### src/hdl/lpbd_pkg.sv
// Shared types and constants for the LRU page buffer directory.
// Used by the directory cell and the top level; depends on nothing else.
package lpbd_pkg;

  localparam int POOL_ENTRIES_DEF     = 10;
  localparam int PAGE_NUMBER_BITS_DEF = 20;
  localparam int SLOT_OUT_W           = 4;
  localparam int INIT_PAGES_W         = 21;

  typedef enum logic {
    OP_ACCESS = 1'b0,
    OP_FLUSH  = 1'b1
  } op_t;

  typedef enum logic {
    ST_IDLE = 1'b0,
    ST_EXEC = 1'b1
  } ctrl_state_t;

  // Command broadcast to every cell during the execute cycle.
  typedef struct packed {
    logic update;
    op_t  op;
    logic hit;
    logic full;
  } cmd_t;

  // Flags handed from one cell to the next along the row.
  typedef struct packed {
    logic hit;
    logic free_seen;
  } link_t;

endpackage

### src/hdl/lpbd_cell.sv
// One directory cell: page tag, valid bit and recency rank of a single slot.
// Depends on lpbd_pkg; instantiated in a row by lru_page_buffer_directory_core.
module lpbd_cell #(
  parameter int POOL_ENTRIES     = lpbd_pkg::POOL_ENTRIES_DEF,
  parameter int PAGE_NUMBER_BITS = lpbd_pkg::PAGE_NUMBER_BITS_DEF,
  parameter int CELL_INDEX       = 0
) (
  input  logic                              clk,
  input  logic                              rst,
  input  lpbd_pkg::cmd_t                    cmd,
  input  logic [PAGE_NUMBER_BITS-1:0]       page_in,
  input  logic [$clog2(POOL_ENTRIES)-1:0]   hit_rank,
  input  lpbd_pkg::link_t                   link_in,
  output lpbd_pkg::link_t                   link_out,
  input  logic [$clog2(POOL_ENTRIES)-1:0]   hit_slot_in,
  output logic [$clog2(POOL_ENTRIES)-1:0]   hit_slot_out,
  input  logic [$clog2(POOL_ENTRIES)-1:0]   hit_rank_in,
  output logic [$clog2(POOL_ENTRIES)-1:0]   hit_rank_out,
  input  logic [$clog2(POOL_ENTRIES)-1:0]   free_slot_in,
  output logic [$clog2(POOL_ENTRIES)-1:0]   free_slot_out,
  input  logic [$clog2(POOL_ENTRIES)-1:0]   victim_slot_in,
  output logic [$clog2(POOL_ENTRIES)-1:0]   victim_slot_out,
  input  logic [PAGE_NUMBER_BITS-1:0]       victim_page_in,
  output logic [PAGE_NUMBER_BITS-1:0]       victim_page_out
);
  import lpbd_pkg::*;

  localparam int SW = $clog2(POOL_ENTRIES);
  localparam logic [SW-1:0] MyIndex  = SW'(CELL_INDEX);
  localparam logic [SW-1:0] OldRank  = SW'(POOL_ENTRIES - 1);

  logic [PAGE_NUMBER_BITS-1:0] page;
  logic                        valid;
  logic [SW-1:0]               rank;
  logic                        valid_next;
  logic [SW-1:0]               rank_next;

  logic match;
  logic first_free;
  logic oldest;
  logic target;
  logic load;

  assign match      = valid && (page == page_in);
  assign first_free = !valid && !link_in.free_seen;
  assign oldest     = valid && (rank == OldRank);
  assign target     = cmd.full ? oldest : first_free;
  assign load       = cmd.update && (cmd.op == OP_ACCESS) && !cmd.hit && target;

  assign link_out.hit       = link_in.hit || match;
  assign link_out.free_seen = link_in.free_seen || !valid;
  assign hit_slot_out       = match ? MyIndex : hit_slot_in;
  assign hit_rank_out       = match ? rank : hit_rank_in;
  assign free_slot_out      = first_free ? MyIndex : free_slot_in;
  assign victim_slot_out    = oldest ? MyIndex : victim_slot_in;
  assign victim_page_out    = oldest ? page : victim_page_in;

  always_comb begin
    valid_next = valid;
    rank_next  = rank;
    if (cmd.update && (cmd.op == OP_ACCESS)) begin
      if (cmd.hit) begin
        if (match) begin
          rank_next = '0;
        end else if (valid && (rank < hit_rank)) begin
          rank_next = rank + 1'b1;
        end
      end else if (target) begin
        valid_next = 1'b1;
        rank_next  = '0;
      end else if (valid) begin
        rank_next = rank + 1'b1;
      end
    end
  end

  always_ff @(posedge clk) begin
    if (rst) begin
      valid <= 1'b0;
      rank  <= '0;
    end else begin
      valid <= valid_next;
      rank  <= rank_next;
    end
  end

  always_ff @(posedge clk) begin
    if (load) begin
      page <= page_in;
    end
  end

endmodule

### src/hdl/lru_page_buffer_directory_core.sv
// A request accepted at one clock edge moves the control state to execute; done is registered
// from the execute state and strobes the result after it. No new request is accepted while busy
// holds the compare-and-update step that runs through the row of directory cells.
// Reset clears every valid bit, every recency rank and the on-disk page count at once;
// there is no clearing pass. The result receiver cannot stall, so results are never held.
// Depends on lpbd_pkg and lpbd_cell.
module lru_page_buffer_directory_core #(
  parameter int POOL_ENTRIES     = lpbd_pkg::POOL_ENTRIES_DEF,
  parameter int PAGE_NUMBER_BITS = lpbd_pkg::PAGE_NUMBER_BITS_DEF
) (
  input  logic                                clk,
  input  logic                                rst,
  input  logic                                start,
  output logic                                busy,
  input  logic                                action,
  input  logic [PAGE_NUMBER_BITS-1:0]         page_number,
  input  logic                                cfg_valid,
  output logic                                cfg_ready,
  input  logic [lpbd_pkg::INIT_PAGES_W-1:0]   initial_pages_on_disk,
  output logic                                done,
  output logic                                hit,
  output logic [lpbd_pkg::SLOT_OUT_W-1:0]     slot,
  output logic                                evict_valid,
  output logic [PAGE_NUMBER_BITS-1:0]         evict_page,
  output logic                                read_from_disk,
  output logic                                flush_written
);
  import lpbd_pkg::*;

  localparam int SW = $clog2(POOL_ENTRIES);
  // The on-disk page count must hold both the configured value and any page number plus one.
  localparam int DiskW = (PAGE_NUMBER_BITS + 1 > INIT_PAGES_W) ? PAGE_NUMBER_BITS + 1
                                                               : INIT_PAGES_W;

  // Control state and the captured request.
  ctrl_state_t state;
  ctrl_state_t state_next;
  logic        accept;
  op_t         op;
  logic [PAGE_NUMBER_BITS-1:0] page;
  logic [DiskW-1:0]            pages_on_disk;
  logic [DiskW-1:0]            pages_on_disk_next;

  // Chains along the row of cells; element 0 feeds the first cell.
  link_t                       link        [POOL_ENTRIES+1];
  logic [SW-1:0]               hit_slot    [POOL_ENTRIES+1];
  logic [SW-1:0]               hit_rank    [POOL_ENTRIES+1];
  logic [SW-1:0]               free_slot   [POOL_ENTRIES+1];
  logic [SW-1:0]               victim_slot [POOL_ENTRIES+1];
  logic [PAGE_NUMBER_BITS-1:0] victim_page [POOL_ENTRIES+1];

  cmd_t cmd;
  logic exec;
  logic found;
  logic full;
  logic miss_access;
  logic wb_en;
  logic [PAGE_NUMBER_BITS-1:0] wb_page;
  logic [DiskW-1:0]            wb_count;
  logic [DiskW-1:0]            page_ext;
  logic                        rd_now;
  logic [SW-1:0]               slot_now;

  assign accept    = start && !busy;
  assign busy      = (state == ST_EXEC);
  // Configuration is taken only between transactions so it never races a write-back.
  assign cfg_ready = !busy;

  always_comb begin
    state_next = state;
    unique case (state)
      ST_IDLE: begin
        if (accept) begin
          state_next = ST_EXEC;
        end
      end
      ST_EXEC: begin
        state_next = ST_IDLE;
      end
      default: begin
        state_next = ST_IDLE;
      end
    endcase
  end

  always_ff @(posedge clk) begin
    if (rst) begin
      state <= ST_IDLE;
    end else begin
      state <= state_next;
    end
  end

  always_ff @(posedge clk) begin
    if (accept) begin
      op   <= op_t'(action);
      page <= page_number;
    end
  end

  // The chain heads carry "nothing found yet".
  assign link[0]        = '0;
  assign hit_slot[0]    = '0;
  assign hit_rank[0]    = '0;
  assign free_slot[0]   = '0;
  assign victim_slot[0] = '0;
  assign victim_page[0] = '0;

  // The chain tail results come back to every cell as part of the broadcast command. Cell
  // outputs along the chain never depend on the command, so there is no combinational loop.
  assign exec  = busy;
  assign found = link[POOL_ENTRIES].hit;
  assign full  = !link[POOL_ENTRIES].free_seen;

  assign cmd.update = exec;
  assign cmd.op     = op;
  assign cmd.hit    = found;
  assign cmd.full   = full;

  for (genvar i = 0; i < POOL_ENTRIES; i++) begin : g_cell
    lpbd_cell #(
      .POOL_ENTRIES    (POOL_ENTRIES),
      .PAGE_NUMBER_BITS(PAGE_NUMBER_BITS),
      .CELL_INDEX      (i)
    ) u_cell (
      .clk            (clk),
      .rst            (rst),
      .cmd            (cmd),
      .page_in        (page),
      .hit_rank       (hit_rank[POOL_ENTRIES]),
      .link_in        (link[i]),
      .link_out       (link[i+1]),
      .hit_slot_in    (hit_slot[i]),
      .hit_slot_out   (hit_slot[i+1]),
      .hit_rank_in    (hit_rank[i]),
      .hit_rank_out   (hit_rank[i+1]),
      .free_slot_in   (free_slot[i]),
      .free_slot_out  (free_slot[i+1]),
      .victim_slot_in (victim_slot[i]),
      .victim_slot_out(victim_slot[i+1]),
      .victim_page_in (victim_page[i]),
      .victim_page_out(victim_page[i+1])
    );
  end

  // A write-back happens on a flush that finds its page and on an access miss into a full
  // pool, where the least recent page (the one holding the top rank) leaves.
  assign miss_access = (op == OP_ACCESS) && !found;
  assign wb_en       = exec && (((op == OP_FLUSH) && found) || (miss_access && full));
  assign wb_page     = (op == OP_FLUSH) ? page : victim_page[POOL_ENTRIES];
  assign wb_count    = DiskW'(wb_page) + DiskW'(1);
  assign page_ext    = DiskW'(page);

  // The disk check on a miss sees the count after the eviction's write-back, so a page at
  // or below the evicted page number also counts as present on disk.
  assign rd_now = (page_ext < pages_on_disk)
                  || (full && (page <= victim_page[POOL_ENTRIES]));

  always_comb begin
    if (found) begin
      slot_now = hit_slot[POOL_ENTRIES];
    end else if (op == OP_FLUSH) begin
      slot_now = '0;
    end else if (full) begin
      slot_now = victim_slot[POOL_ENTRIES];
    end else begin
      slot_now = free_slot[POOL_ENTRIES];
    end
  end

  always_comb begin
    priority if (cfg_valid && cfg_ready) begin
      pages_on_disk_next = DiskW'(initial_pages_on_disk);
    end else if (wb_en && (wb_count > pages_on_disk)) begin
      pages_on_disk_next = wb_count;
    end else begin
      pages_on_disk_next = pages_on_disk;
    end
  end

  always_ff @(posedge clk) begin
    if (rst) begin
      pages_on_disk <= '0;
      done          <= 1'b0;
    end else begin
      pages_on_disk <= pages_on_disk_next;
      done          <= exec;
    end
  end

  // Result registers; they only need to be right while done is high.
  always_ff @(posedge clk) begin
    if (exec) begin
      hit            <= found;
      slot           <= SLOT_OUT_W'(slot_now);
      evict_valid    <= miss_access && full;
      evict_page     <= (miss_access && full) ? victim_page[POOL_ENTRIES] : '0;
      read_from_disk <= miss_access && rd_now;
      flush_written  <= (op == OP_FLUSH) && found;
    end
  end

`ifndef NO_ASSERTIONS
  a_done_after_exec: assert property (@(posedge clk) disable iff (rst)
    done |-> $past(busy))
    else $error("result strobe without a preceding execute cycle");

  a_single_exec: assert property (@(posedge clk) disable iff (rst)
    busy |=> !busy)
    else $error("execute phase lasted more than one cycle");

  a_evict_is_miss: assert property (@(posedge clk) disable iff (rst)
    (done && evict_valid) |-> (!hit && !flush_written))
    else $error("eviction reported on a hit or a flush");

  a_flush_is_hit: assert property (@(posedge clk) disable iff (rst)
    (done && flush_written) |-> (hit && !read_from_disk))
    else $error("flush write-back reported without a cached page");

  a_disk_count_grows: assert property (@(posedge clk) disable iff (rst)
    (busy && !(cfg_valid && cfg_ready)) |=> (pages_on_disk >= $past(pages_on_disk)))
    else $error("on-disk page count shrank without a configuration write");
`endif

endmodule
### config.mk
export PLATFORM = sky130hd
export DESIGN_NAME = lru_page_buffer_directory_core
export DESIGN_NICKNAME = d
export VERILOG_FILES = /design/src/hdl/lpbd_pkg.sv /design/src/hdl/lpbd_cell.sv /design/src/hdl/lru_page_buffer_directory_core.sv
export SDC_FILE = /design/constraint.sdc
export NUM_CORES = 1
export LEC_CHECK = 0
export BUFFER_PORTS_ARGS = -buffer_cell sky130_fd_sc_hd__buf_2
export CAP_MARGIN = 5
export CELL_PAD_IN_SITES_DETAIL_PLACEMENT = 1
export CELL_PAD_IN_SITES_GLOBAL_PLACEMENT = 2
export CORE_UTILIZATION = 38
export CTS_BUF_LIST = sky130_fd_sc_hd__clkbuf_16
export DETAILED_ROUTE_END_ITERATION = 10
export PLACE_DENSITY = 0.86
export SLEW_MARGIN = 20
export SYNTH_ARGS = -nofsm -noshare
export SYNTH_HDL_FRONTEND = slang
export SYNTH_SLANG_ARGS = --single-unit
### constraint.sdc
create_clock -name clk -period 5.55 [get_ports clk]
set_clock_uncertainty 0.1 [all_clocks]
set_input_delay 0.8325 -clock clk [delete_from_list [all_inputs] [get_ports clk]]
set_output_delay 0.8325 -clock clk [all_outputs]
set_load 0.02 [all_outputs]
==> results of run 1 <==
[synth_stat cells, types with 10 or more instances]
library cell	instances
sky130_fd_sc_hd__a211oi_1	14
sky130_fd_sc_hd__a21o_1	26
sky130_fd_sc_hd__a21oi_1	99
sky130_fd_sc_hd__a221oi_1	37
sky130_fd_sc_hd__a22oi_1	23
sky130_fd_sc_hd__and2_1	19
sky130_fd_sc_hd__and3_1	13
sky130_fd_sc_hd__buf_2	29
sky130_fd_sc_hd__buf_4	21
sky130_fd_sc_hd__buf_6	11
sky130_fd_sc_hd__clkbuf_1	24
sky130_fd_sc_hd__dfxtp_1	73
sky130_fd_sc_hd__edfxtp_1	249
sky130_fd_sc_hd__ha_1	111
sky130_fd_sc_hd__inv_1	67
sky130_fd_sc_hd__mux2i_1	10
sky130_fd_sc_hd__nand2_1	132
sky130_fd_sc_hd__nand2b_1	16
sky130_fd_sc_hd__nand3_1	71
sky130_fd_sc_hd__nand4_1	79
sky130_fd_sc_hd__nand4b_1	11
sky130_fd_sc_hd__nor2_1	130
sky130_fd_sc_hd__nor2b_1	14
sky130_fd_sc_hd__nor3_1	21
sky130_fd_sc_hd__nor4_1	24
sky130_fd_sc_hd__o211ai_1	17
sky130_fd_sc_hd__o21a_1	15
sky130_fd_sc_hd__o21ai_0	69
sky130_fd_sc_hd__o221ai_1	13
sky130_fd_sc_hd__o22ai_1	21
sky130_fd_sc_hd__or3_1	12
sky130_fd_sc_hd__xnor2_1	188
sky130_fd_sc_hd__xor2_1	46
[worst max-delay path, stage by stage, from the launching register on]
cell	delay (ns)
sky130_fd_sc_hd__dfxtp_1	0.32
sky130_fd_sc_hd__inv_1	0.09
sky130_fd_sc_hd__ha_1	0.19
sky130_fd_sc_hd__and4b_2	0.40
sky130_fd_sc_hd__a211oi_1	0.08
sky130_fd_sc_hd__a211o_1	0.36
sky130_fd_sc_hd__a21oi_4	0.21
sky130_fd_sc_hd__nand2_1	0.09
sky130_fd_sc_hd__a211o_1	0.33
sky130_fd_sc_hd__a221oi_4	0.28
sky130_fd_sc_hd__buf_6	0.16
sky130_fd_sc_hd__buf_6	0.09
sky130_fd_sc_hd__nand4b_1	0.19
sky130_fd_sc_hd__xnor2_2	0.24
sky130_fd_sc_hd__o21ai_1	0.08
sky130_fd_sc_hd__ha_1	0.34
sky130_fd_sc_hd__nand4_1	0.13
sky130_fd_sc_hd__nor4_2	0.31
sky130_fd_sc_hd__o21ai_1	0.13
sky130_fd_sc_hd__o211ai_1	0.12
sky130_fd_sc_hd__nand3_2	0.19
sky130_fd_sc_hd__nor3_2	0.16
sky130_fd_sc_hd__nor2_1	0.08
sky130_fd_sc_hd__or4_4	0.51
sky130_fd_sc_hd__a21oi_2	0.11
[what timing repair did]
action | in CTS | in global routing
pin swaps | 1 | 32
gates resized for setup | 9 | 65
endpoints found under the setup margin | 20 | 47
gates cloned | 0 | 0
buffers inserted | 2 | 14
[path summary, 6_finish.rpt]
kind | cells after the start | from | slack [ns] | endpoint
setup / recovery | 24 | g_cell[2].u_cell.rank[1]$_SDFFE_PP0P_ | 0.16 | pages_on_disk[20]$_SDFFE_PP0P_
hold / removal | 1 | page_number[6] | 0.32 | page[6]$_DFFE_PP_
setup reg to reg | 24 | g_cell[2].u_cell.rank[1]$_SDFFE_PP0P_ | 0.16 | pages_on_disk[20]$_SDFFE_PP0P_
hold reg to reg | 2 | pages_on_disk[2]$_SDFFE_PP0P_ | 0.37 | pages_on_disk[2]$_SDFFE_PP0P_
[layer usage]
metal	wire (um)	part of all wire	up-vias	track usage
li1	-	-	7723	-
met1	34000	0.44	8842	0.399
met2	35300	0.46	603	0.452
met3	5050	0.066	134	0.0406
met4	2550	0.033	0	0.104
met5	0	0	-	0
[metrics by stage]
stage	hold WS (ns)	utilization	instance area, um2	TNS [ns]
floorplan	0.332	-	19900	0
global placement	0.344	0.433	22300	0
detailed placement	0.363	0.433	22400	-1.63
CTS	0.297	0.458	23600	0
global route	0.310	0.466	24000	-1.33
finish	0.323	0.466	24100	0
[power by group]
group	switching (mW)	internal (mW)
clock	1.09	1.42
combinational	0.333	0.191
sequential	0.0343	2.63
total	1.46	4.24
[sequential cells by signal (all words and copies together) (netlist names)]
register,cells
g_cell.u_cell.valid,10
evict_page,20
busy,1
page,20
g_cell.u_cell.rank,40
flush_written,1
pages_on_disk,21
slot,4
read_from_disk,1
op,1
done,1
hit,1
evict_valid,1
g_cell.u_cell.page,200
[area by class of cell]
type | instances | area [um2] | area share
multi-input cells | 1427 | 10600 | 0.439
flip-flops and latches | 322 | 8940 | 0.372
repair buffers | 304 | 2230 | 0.0929
clock buffers | 39 | 976 | 0.0406
well taps | 680 | 851 | 0.0354
inverters | 68 | 255 | 0.0106
clock inverters | 31 | 234 | 0.00973
diodes | 2 | 5.00 | 0.000208
[logic make-up (layout without fill, tap and decap cells)]
logic type                 Yosys count  count (layout)  share of synthesized area
and+or+nand+nor                    619             619                      0.169
AOI/OAI and AO/OA                  443             443                      0.159
DFF                                322             322                      0.448
xor gates and xnor gates           236             236                      0.104
buffers and inverters              158             442                     0.0397
adders and majority gates          111             111                     0.0697
muxes                               18              18                    0.00991
other                                0               2                          0
==> impl_metrics.toml, run 1 <==
[critical_path]
criticalPathCategory = "reg -> reg"
worst_setup_path_start_kind = "flip-flop"
worst_endpoint_required_time_ns = 5.96
cp-end-kind = "flip-flop"
timing.critical_path.arrival_ns = 5.80
maximum_fanout_along_the_worst_path = 7

[yosys]
netlist_instances = 1907
synth_top_cell_by_area = "sky130_fd_sc_hd__edfxtp_1"
netlist_cell_types = 105
syn-mean-instance-area_um2 = 10.5
synth_flop_cell = "sky130_fd_sc_hd__edfxtp_1"
synth-edff-count = 249
yosys_warnings = 0
ys_ff_latch = 322
ys_seq_area_frac = 0.448
synth.top_cell.area_share = 0.375
synth_fp_nets = 2064
syn-cell-area_um2 = 19900
yosys-top-cells-area = "sky130_fd_sc_hd__edfxtp_1 37%, sky130_fd_sc_hd__xnor2_1 8.3%, sky130_fd_sc_hd__dfxtp_1 7.3%"
share_of_synthesized_flip_flops_with_an_asynchronous_set_or_reset = 0

[global_routing]
gr-usage-all-layers = 0.287
first_pass_grt_wire_length_um = 114000
grt_start_max_net_pins = 35
initial_antenna_violation_count = 1
grt-ovfl-total = 0
first_global_vias = 17900

[detailed_routing]
routed-via-count = 17300
route.detailed.vias_per_inst = 6.02
post-route-drc-count = 0
drt_first_pass_iters = 5
routed_wire_length_per_instance_um = 26.7
postRouteAntennaNets = 0
routed_wirelength_um = 76800
first_iter_violations = 1567

[timing]
worst_slack_ns = 0.161
slew_at_the_pin_with_the_worst_max_slew_slack_ns = 0.927
setup_viol = 0
timing.max_slew.rel_slack = 0.376
final_max_slew_viol_count = 0
fmax_ghz = 0.186
rsz_0062_raised_after_global_routing = "yes"
period_needed_ns = 5.39
post-route-period-util = 0.971
timing.final.hold_violations = 0

[floorplan]
floorplan.die.height_um = 231
design.core.area_um2 = 51600
fp.dieArea_um2 = 53400
initial_core_util = 0.386
die_width_um = 231
pin_count = 77
rows = 83

[place]
dpl_ws_ns = -0.225
place.detailed.instances = 2785
gpl.final_weighted_congestion = 0.928
detailed_place_hpwl_um = 59700
port-buffer-count = 76

[run]
max-cap-violations = 0

[power]
peak_supply_drop_uv = 185
finalPower_mw = 5.70
power-per-cell-area_nw_per_um2 = 237
p_leak_nw = 8.67

[final_layout]
layout_commonest_cell = "sky130_fd_sc_hd__edfxtp_1"
nNetsFinal = 2319
area.growth.synth_to_final_pct = 20.6
finish.cell_count_without_fillers = 2873
final.fill_count = 5632
post_route_cells_drive_above_1_share = 0.218
most-common-layout-cells = "249 x sky130_fd_sc_hd__edfxtp_1, 212 x sky130_fd_sc_hd__buf_4, 184 x sky130_fd_sc_hd__xnor2_1"

[worst_hold_path]
min_path_type = "in -> reg"

[clocking]
cts_hold_buffers = 0
path_clk_slew_ns = 0.06
htreeDepth = 2
cts_tree = "yes"
worstSkewPairLatency_ns = 0.58
clock_sink_count = 322
cts_made_buffers = 39
clockRootBuffer = "sky130_fd_sc_hd__clkbuf_16"
max-clock-path-buffers = 3

[status]
run_status = "finished, final reports clean"
Note: power is estimated with default switching activity, not from simulation.
==> run 2: changes to the inputs <==
--- a/config.mk
+++ b/config.mk
@@ -5,14 +5,15 @@
 export SDC_FILE = /design/constraint.sdc
 export NUM_CORES = 1
 export LEC_CHECK = 0
+export ABC_AREA = 1
 export BUFFER_PORTS_ARGS = -buffer_cell sky130_fd_sc_hd__buf_2
 export CAP_MARGIN = 5
 export CELL_PAD_IN_SITES_DETAIL_PLACEMENT = 1
 export CELL_PAD_IN_SITES_GLOBAL_PLACEMENT = 2
-export CORE_UTILIZATION = 38
+export CORE_UTILIZATION = 35
 export CTS_BUF_LIST = sky130_fd_sc_hd__clkbuf_16
 export DETAILED_ROUTE_END_ITERATION = 10
-export PLACE_DENSITY = 0.86
+export PLACE_DENSITY = 0.87
 export SLEW_MARGIN = 20
 export SYNTH_ARGS = -nofsm -noshare
 export SYNTH_HDL_FRONTEND = slang
==> impl_metrics.toml, run 2 <==
[status]
run_status = "finished, final reports clean"

[yosys]
yosys_warnings = 0
netlist_instances = 2498
share_of_synthesized_flip_flops_with_an_asynchronous_set_or_reset = 0
synth_flop_cell = "sky130_fd_sc_hd__edfxtp_1"
syn-cell-area_um2 = 20200
yosys-top-cells-area = "sky130_fd_sc_hd__edfxtp_1 37%, sky130_fd_sc_hd__nand2_1 12%, sky130_fd_sc_hd__dfxtp_1 7.2%"
synth.most_common_cell = "sky130_fd_sc_hd__nand2_1"
syn-mean-instance-area_um2 = 8.11
netlist_cell_types = 66
synth.top_cell.area_share = 0.369
synth_fp_nets = 2655
ys_ff_latch = 322
netlist_top_cells_count = "667 x sky130_fd_sc_hd__nand2_1, 293 x sky130_fd_sc_hd__inv_1, 249 x sky130_fd_sc_hd__edfxtp_1"
synth_top_cell_by_area = "sky130_fd_sc_hd__edfxtp_1"
synth-edff-count = 249
ys_seq_area_frac = 0.441

[power]
power.sequential.fraction = 0.464
p_comb_frac = 0.092
finalPower_mw = 5.73
netSwitchingFraction = 0.267
power.net_switching_mw = 1.53
power-per-cell-area_nw_per_um2 = 246
p_leak_nw = 9.78
peak_supply_drop_uv = 240
power.clock.fraction = 0.444
int_pwr_mw = 4.20

[critical_path]
path_delay_family = "simple AND/OR/NAND/NOR gates"
worst_setup_path_start_kind = "flip-flop"
cp-end-kind = "flip-flop"
worst_endpoint_required_time_ns = 5.94
criticalPathCategory = "reg -> reg"
critical-path-slowest-cell = "sky130_fd_sc_hd__dfxtp_1"
cpPeakStageDelay_ns = 0.39
timing.critical_path.arrival_ns = 5.62
maximum_fanout_along_the_worst_path = 16
critical_path.n_buffers_inverters = 6
regToRegSetupSlack_ns = 0.32
critPathMostFrequentCell = "sky130_fd_sc_hd__nand2_1"

[detailed_routing]
routed-via-count = 19100
drt_first_pass_iters = 5
route.detailed.vias_per_inst = 5.60
first_iter_violations = 1971
routed_wire_length_per_instance_um = 24.4
postRouteAntennaNets = 0
post-route-drc-count = 0
routed_wirelength_um = 83200

[final_layout]
final.fill_count = 6911
nNetsFinal = 2786
layout_top_registers = "g_cell.u_cell.page (200), g_cell.u_cell.rank (40), pages_on_disk (21)"
post-route-util = 0.409
antenna_cells = 0
post_route_cells_drive_above_1_share = 0.147
flip_flop_count_of_the_largest_register_all_copies_and_words_added = 200
final-seq-area_um2 = 8940
most-common-layout-cells = "663 x sky130_fd_sc_hd__nand2_1, 306 x sky130_fd_sc_hd__inv_1, 249 x sky130_fd_sc_hd__edfxtp_1"
finish.cell_count_without_fillers = 3415
multi_input_area_um2 = 9750
area.growth.synth_to_final_pct = 14.8
layout.cell_area.non_filler_um2 = 23200
top_register = "g_cell.u_cell.page"
layout_commonest_cell = "sky130_fd_sc_hd__nand2_1"

[global_routing]
grt_start_max_net_pins = 33
initial_antenna_violation_count = 2
first_pass_grt_wire_length_um = 124000
grt-ovfl-total = 0
first_global_vias = 19700
gr-usage-all-layers = 0.280

[timing]
timing.max_slew.rel_slack = 0.313
worst_slack_ns = 0.319
final.hold.worst_slack_ns = 0.313
timing.final.hold_violations = 0
fmax_ghz = 0.191
period_needed_ns = 5.23
finalSetupTns_ns = 0
slew_at_the_pin_with_the_worst_max_slew_slack_ns = 1.03
final_max_slew_viol_count = 0
setup_viol = 0
post-route-period-util = 0.943

[clocking]
clock_sink_count = 322
clockRootBuffer = "sky130_fd_sc_hd__clkbuf_16"
worstSkewPairLatency_ns = 0.61
htreeDepth = 2
cts_tree = "yes"
path_clk_slew_ns = 0.06
max-clock-path-buffers = 3
cts_made_buffers = 40

[floorplan]
fp.dieArea_um2 = 58800
initial_core_util = 0.356
design.core.area_um2 = 56800
die_width_um = 243
pin_count = 77
rows = 87
floorplan.die.height_um = 243

[place]
place.detailed.instances = 3335
detailed_place_hpwl_um = 62200
dpl_ws_ns = 0.196
dpl_cell_area_um2 = 21800
gpl.final_weighted_congestion = 0.931
port-buffer-count = 76

[run]
max-cap-violations = 0

[worst_hold_path]
min_path_type = "in -> reg"
[run 2: cell types whose count changed after synthesis, sizes merged, moves of 29 or more]
cell and delta:
nand4 -33, nand3 +45, o22ai +41, nor2 +121, inv +271, xor2 -29
nand2 +562, o21ai +69, xnor2 -161
[run 2: power by group through the flow]
stage	logic, mW	clock network [mW]	registers, mW
final	0.525	2.54	2.66
after floorplan	0.283	0	2.72
after global placement	0.496	0	2.71
after detailed placement	0.510	0	2.71
after CTS	0.513	2.58	2.66
after global routing	0.567	2.65	2.66
[run 2: cell type report]
type,count,area share
Clock inverter,32,0.0106
Clock buffer,40,0.0431
Tap cell,756,0.0407
Inverter,342,0.0559
Timing Repair Buffer,162,0.0452
Multi-Input combinational cell,1761,0.420
Sequential cell,322,0.385
[run 2: worst paths after layout]
path / start / end / cells past startpoint
hold / removal: page_number[17] / page[17]$_DFFE_PP_ / 1
setup / recovery: g_cell[2].u_cell.rank[1]$_SDFFE_PP0P_ / pages_on_disk[20]$_SDFFE_PP0P_ / 34
hold reg to reg: pages_on_disk[5]$_SDFFE_PP0P_ / pages_on_disk[5]$_SDFFE_PP0P_ / 2
setup reg to reg: g_cell[2].u_cell.rank[1]$_SDFFE_PP0P_ / pages_on_disk[20]$_SDFFE_PP0P_ / 34
[run 2: repair_timing]
action | CTS | global route
setup buffers | 0 | 8
resized for setup | 0 | 38
hold buffers | 0 | 0
setup endpoints to repair | 0 | 21
[run 2: layer usage]
| layer | vias up | wire length (um) | global-route usage |
|---|---|---|---|
| li1 | 8682 | - | - |
| met1 | 9476 | 34400 | 0.362 |
| met2 | 804 | 39000 | 0.467 |
| met3 | 177 | 6380 | 0.0395 |
| met4 | 0 | 3420 | 0.117 |
| met5 | - | 0 | 0 |
[run 2: cell families (layout without fill, tap and decap cells)]
group	after synthesis	count (layout)	share of synthesized area
buffers and inverters	415	576	0.0850
multiplexers	2	2	0.000989
flip-flops	322	322	0.441
adder cells (fa/ha/maj)	111	111	0.0686
XOR/XNOR	46	46	0.0199
AND/OR/NAND/NOR	1156	1156	0.247
AO/OA/AOI/OAI	446	446	0.137
==> run 3: changes to the inputs <==
--- a/config.mk
+++ b/config.mk
@@ -6,14 +6,14 @@
 export NUM_CORES = 1
 export LEC_CHECK = 0
 export ABC_AREA = 1
-export BUFFER_PORTS_ARGS = -buffer_cell sky130_fd_sc_hd__buf_2
 export CAP_MARGIN = 5
 export CELL_PAD_IN_SITES_DETAIL_PLACEMENT = 1
 export CELL_PAD_IN_SITES_GLOBAL_PLACEMENT = 2
-export CORE_UTILIZATION = 35
+export CORE_UTILIZATION = 30
 export CTS_BUF_LIST = sky130_fd_sc_hd__clkbuf_16
 export DETAILED_ROUTE_END_ITERATION = 10
-export PLACE_DENSITY = 0.87
+export DONT_BUFFER_PORTS = 1
+export PLACE_DENSITY = 0.75
 export SLEW_MARGIN = 20
 export SYNTH_ARGS = -nofsm -noshare
 export SYNTH_HDL_FRONTEND = slang
==> impl_metrics.toml, run 3 (synthesized netlist as in run 2, its figures left out) <==
[status]
run_status = "finished, final reports clean"

[clocking]
clockRootBuffer = "sky130_fd_sc_hd__clkbuf_16"
htreeDepth = 2
cts_hold_buffers = 0
clock_sink_count = 322
worstSkewPairLatency_ns = 0.60
path_clk_slew_ns = 0.06
cts_made_buffers = 40
max-clock-path-buffers = 3
cts_tree = "yes"

[timing]
period_needed_ns = 5.14
post-route-period-util = 0.926
fmax_ghz = 0.195
timing.max_slew.rel_slack = 0.324
final_max_slew_viol_count = 0
slew_at_the_pin_with_the_worst_max_slew_slack_ns = 1.01
setup_viol = 0
timing.final.hold_violations = 0

[floorplan]
rows = 94
fp.dieArea_um2 = 68500
initial_core_util = 0.306
design.core.area_um2 = 66200
pin_count = 77
floorplan.die.height_um = 262
die_width_um = 262

[place]
detailed_place_hpwl_um = 64900
gpl.final_weighted_congestion = 0.897
dpl_cell_area_um2 = 21600
port-buffer-count = 0

[critical_path]
critPathMostFrequentCell = "sky130_fd_sc_hd__nand2_1"
criticalPathCategory = "reg -> reg"
timing.critical_path.arrival_ns = 5.51
maximum_fanout_along_the_worst_path = 16
cp-end-kind = "flip-flop"
critical-path-slowest-cell = "sky130_fd_sc_hd__dfxtp_1"
worst_setup_path_start_kind = "flip-flop"
cpPeakStageDelay_ns = 0.37
worst_endpoint_required_time_ns = 5.92

[power]
p_leak_nw = 9.58
peak_supply_drop_uv = 224
power-per-cell-area_nw_per_um2 = 248
p_comb_frac = 0.089
power.clock.fraction = 0.447
int_pwr_mw = 4.19
power.sequential.fraction = 0.464
power.net_switching_mw = 1.55
netSwitchingFraction = 0.270

[final_layout]
area.growth.synth_to_final_pct = 14.5
nNetsFinal = 2732
layout.cell_area.non_filler_um2 = 23200
top_register = "g_cell.u_cell.page"
post-route-util = 0.350
post_route_cells_drive_above_1_share = 0.132
layout_commonest_cell = "sky130_fd_sc_hd__nand2_1"
final-seq-area_um2 = 8940
most-common-layout-cells = "657 x sky130_fd_sc_hd__nand2_1, 305 x sky130_fd_sc_hd__inv_1, 249 x sky130_fd_sc_hd__edfxtp_1"
multi_input_area_um2 = 9770
flip_flop_count_of_the_largest_register_all_copies_and_words_added = 200
layout_top_registers = "g_cell.u_cell.page (200), g_cell.u_cell.rank (40), pages_on_disk (21)"
final.fill_count = 7920

[detailed_routing]
drt_first_pass_iters = 6
routed_wirelength_um = 87100
postRouteAntennaNets = 0
routed-via-count = 18700
routed_wire_length_per_instance_um = 25.1
first_iter_violations = 1499
post-route-drc-count = 0
route.detailed.vias_per_inst = 5.39

[run]
max-cap-violations = 0

[global_routing]
grt-ovfl-total = 0
gr-usage-all-layers = 0.254
initial_antenna_violation_count = 2
first_global_vias = 19200
grt_start_max_net_pins = 32
first_pass_grt_wire_length_um = 128000

[worst_hold_path]
min_path_type = "in -> reg"
## run 3: changes by cell type in the layout (fill, tap and decap cells not counted), moves of 4 or more
cell,delta
sky130_fd_sc_hd__nand2_1,-6
sky130_fd_sc_hd__buf_6,+4
sky130_fd_sc_hd__buf_2,-75
sky130_fd_sc_hd__clkinv_1,+4
sky130_fd_sc_hd__nand2_2,+5
sky130_fd_sc_hd__buf_4,+19
## run 3: cell type report
| type | count | share of cell area |
|---|---|---|
| antenna | 2 | 0.000216 |
| clock buffer | 40 | 0.0432 |
| clock inverter | 33 | 0.0110 |
| inverter | 342 | 0.0563 |
| multi-input combinational | 1761 | 0.421 |
| sequential | 322 | 0.386 |
| tap | 864 | 0.0466 |
| timing repair buffer | 108 | 0.0355 |
## run 3: per-layer routing
metal	wire [um]	up-vias	GRT usage	part of all wire
li1	-	8590	-	-
met1	37600	9298	0.334	0.43
met2	40800	670	0.425	0.47
met3	5500	159	0.0360	0.063
met4	3160	2	0.0890	0.036
met5	13	-	0	0.00015
## run 3: path summary, 6_finish.rpt
kind,end,startpoint,slack (ns),cells past startpoint
setup / recovery,pages_on_disk[0]$_SDFFE_PP0P_,g_cell[3].u_cell.rank[1]$_SDFFE_PP0P_,0.41,30
setup reg to reg,pages_on_disk[0]$_SDFFE_PP0P_,g_cell[3].u_cell.rank[1]$_SDFFE_PP0P_,0.41,30
hold / removal,pages_on_disk[7]$_SDFFE_PP0P_,rst,0.22,1
hold reg to reg,pages_on_disk[2]$_SDFFE_PP0P_,pages_on_disk[2]$_SDFFE_PP0P_,0.36,2
## run 3: worst max-delay path: cells and delay by family (launching register included)
kind	cells	cell delay, ns
AND/OR/NAND/NOR	17	2.25
flip-flops	1	0.37
buffers and inverters	5	0.59
adder cells (fa/ha/maj)	2	0.48
AO/OA/AOI/OAI	6	1.23
## run 3: timing repair
action / in CTS / in global routing
setup buffers: 0 / 19
resized for setup: 3 / 57
pin swaps: 0 / 14
setup endpoints to repair: 17 / 21
gates cloned: 0 / 1
## run 3: power groups by stage
stage / clock network, mW / registers, mW / logic (mW)
3_3_place_gp: 0 / 2.71 / 0.484
4_1_cts: 2.60 / 2.66 / 0.495
6_report: 2.56 / 2.66 / 0.512
3_5_place_dp: 0 / 2.71 / 0.493
5_1_grt: 2.69 / 2.67 / 0.553
2_1_floorplan: 0 / 2.72 / 0.283
## run 3: metrics by stage
step                      setup slack (ns)  setup TNS [ns]  std cells  total power, mW  hold WS, ns
after floorplan                       1.23               0       2498             3.00        0.344
after global placement               0.107               0       3377             3.20        0.351
after detailed placement           -0.0379         -0.0712       3377             3.21        0.361
after CTS                           0.0370               0       3450             5.76        0.202
after global routing               -0.0655          -0.412       3470             5.91        0.194
final                                0.410               0       3472             5.74        0.224
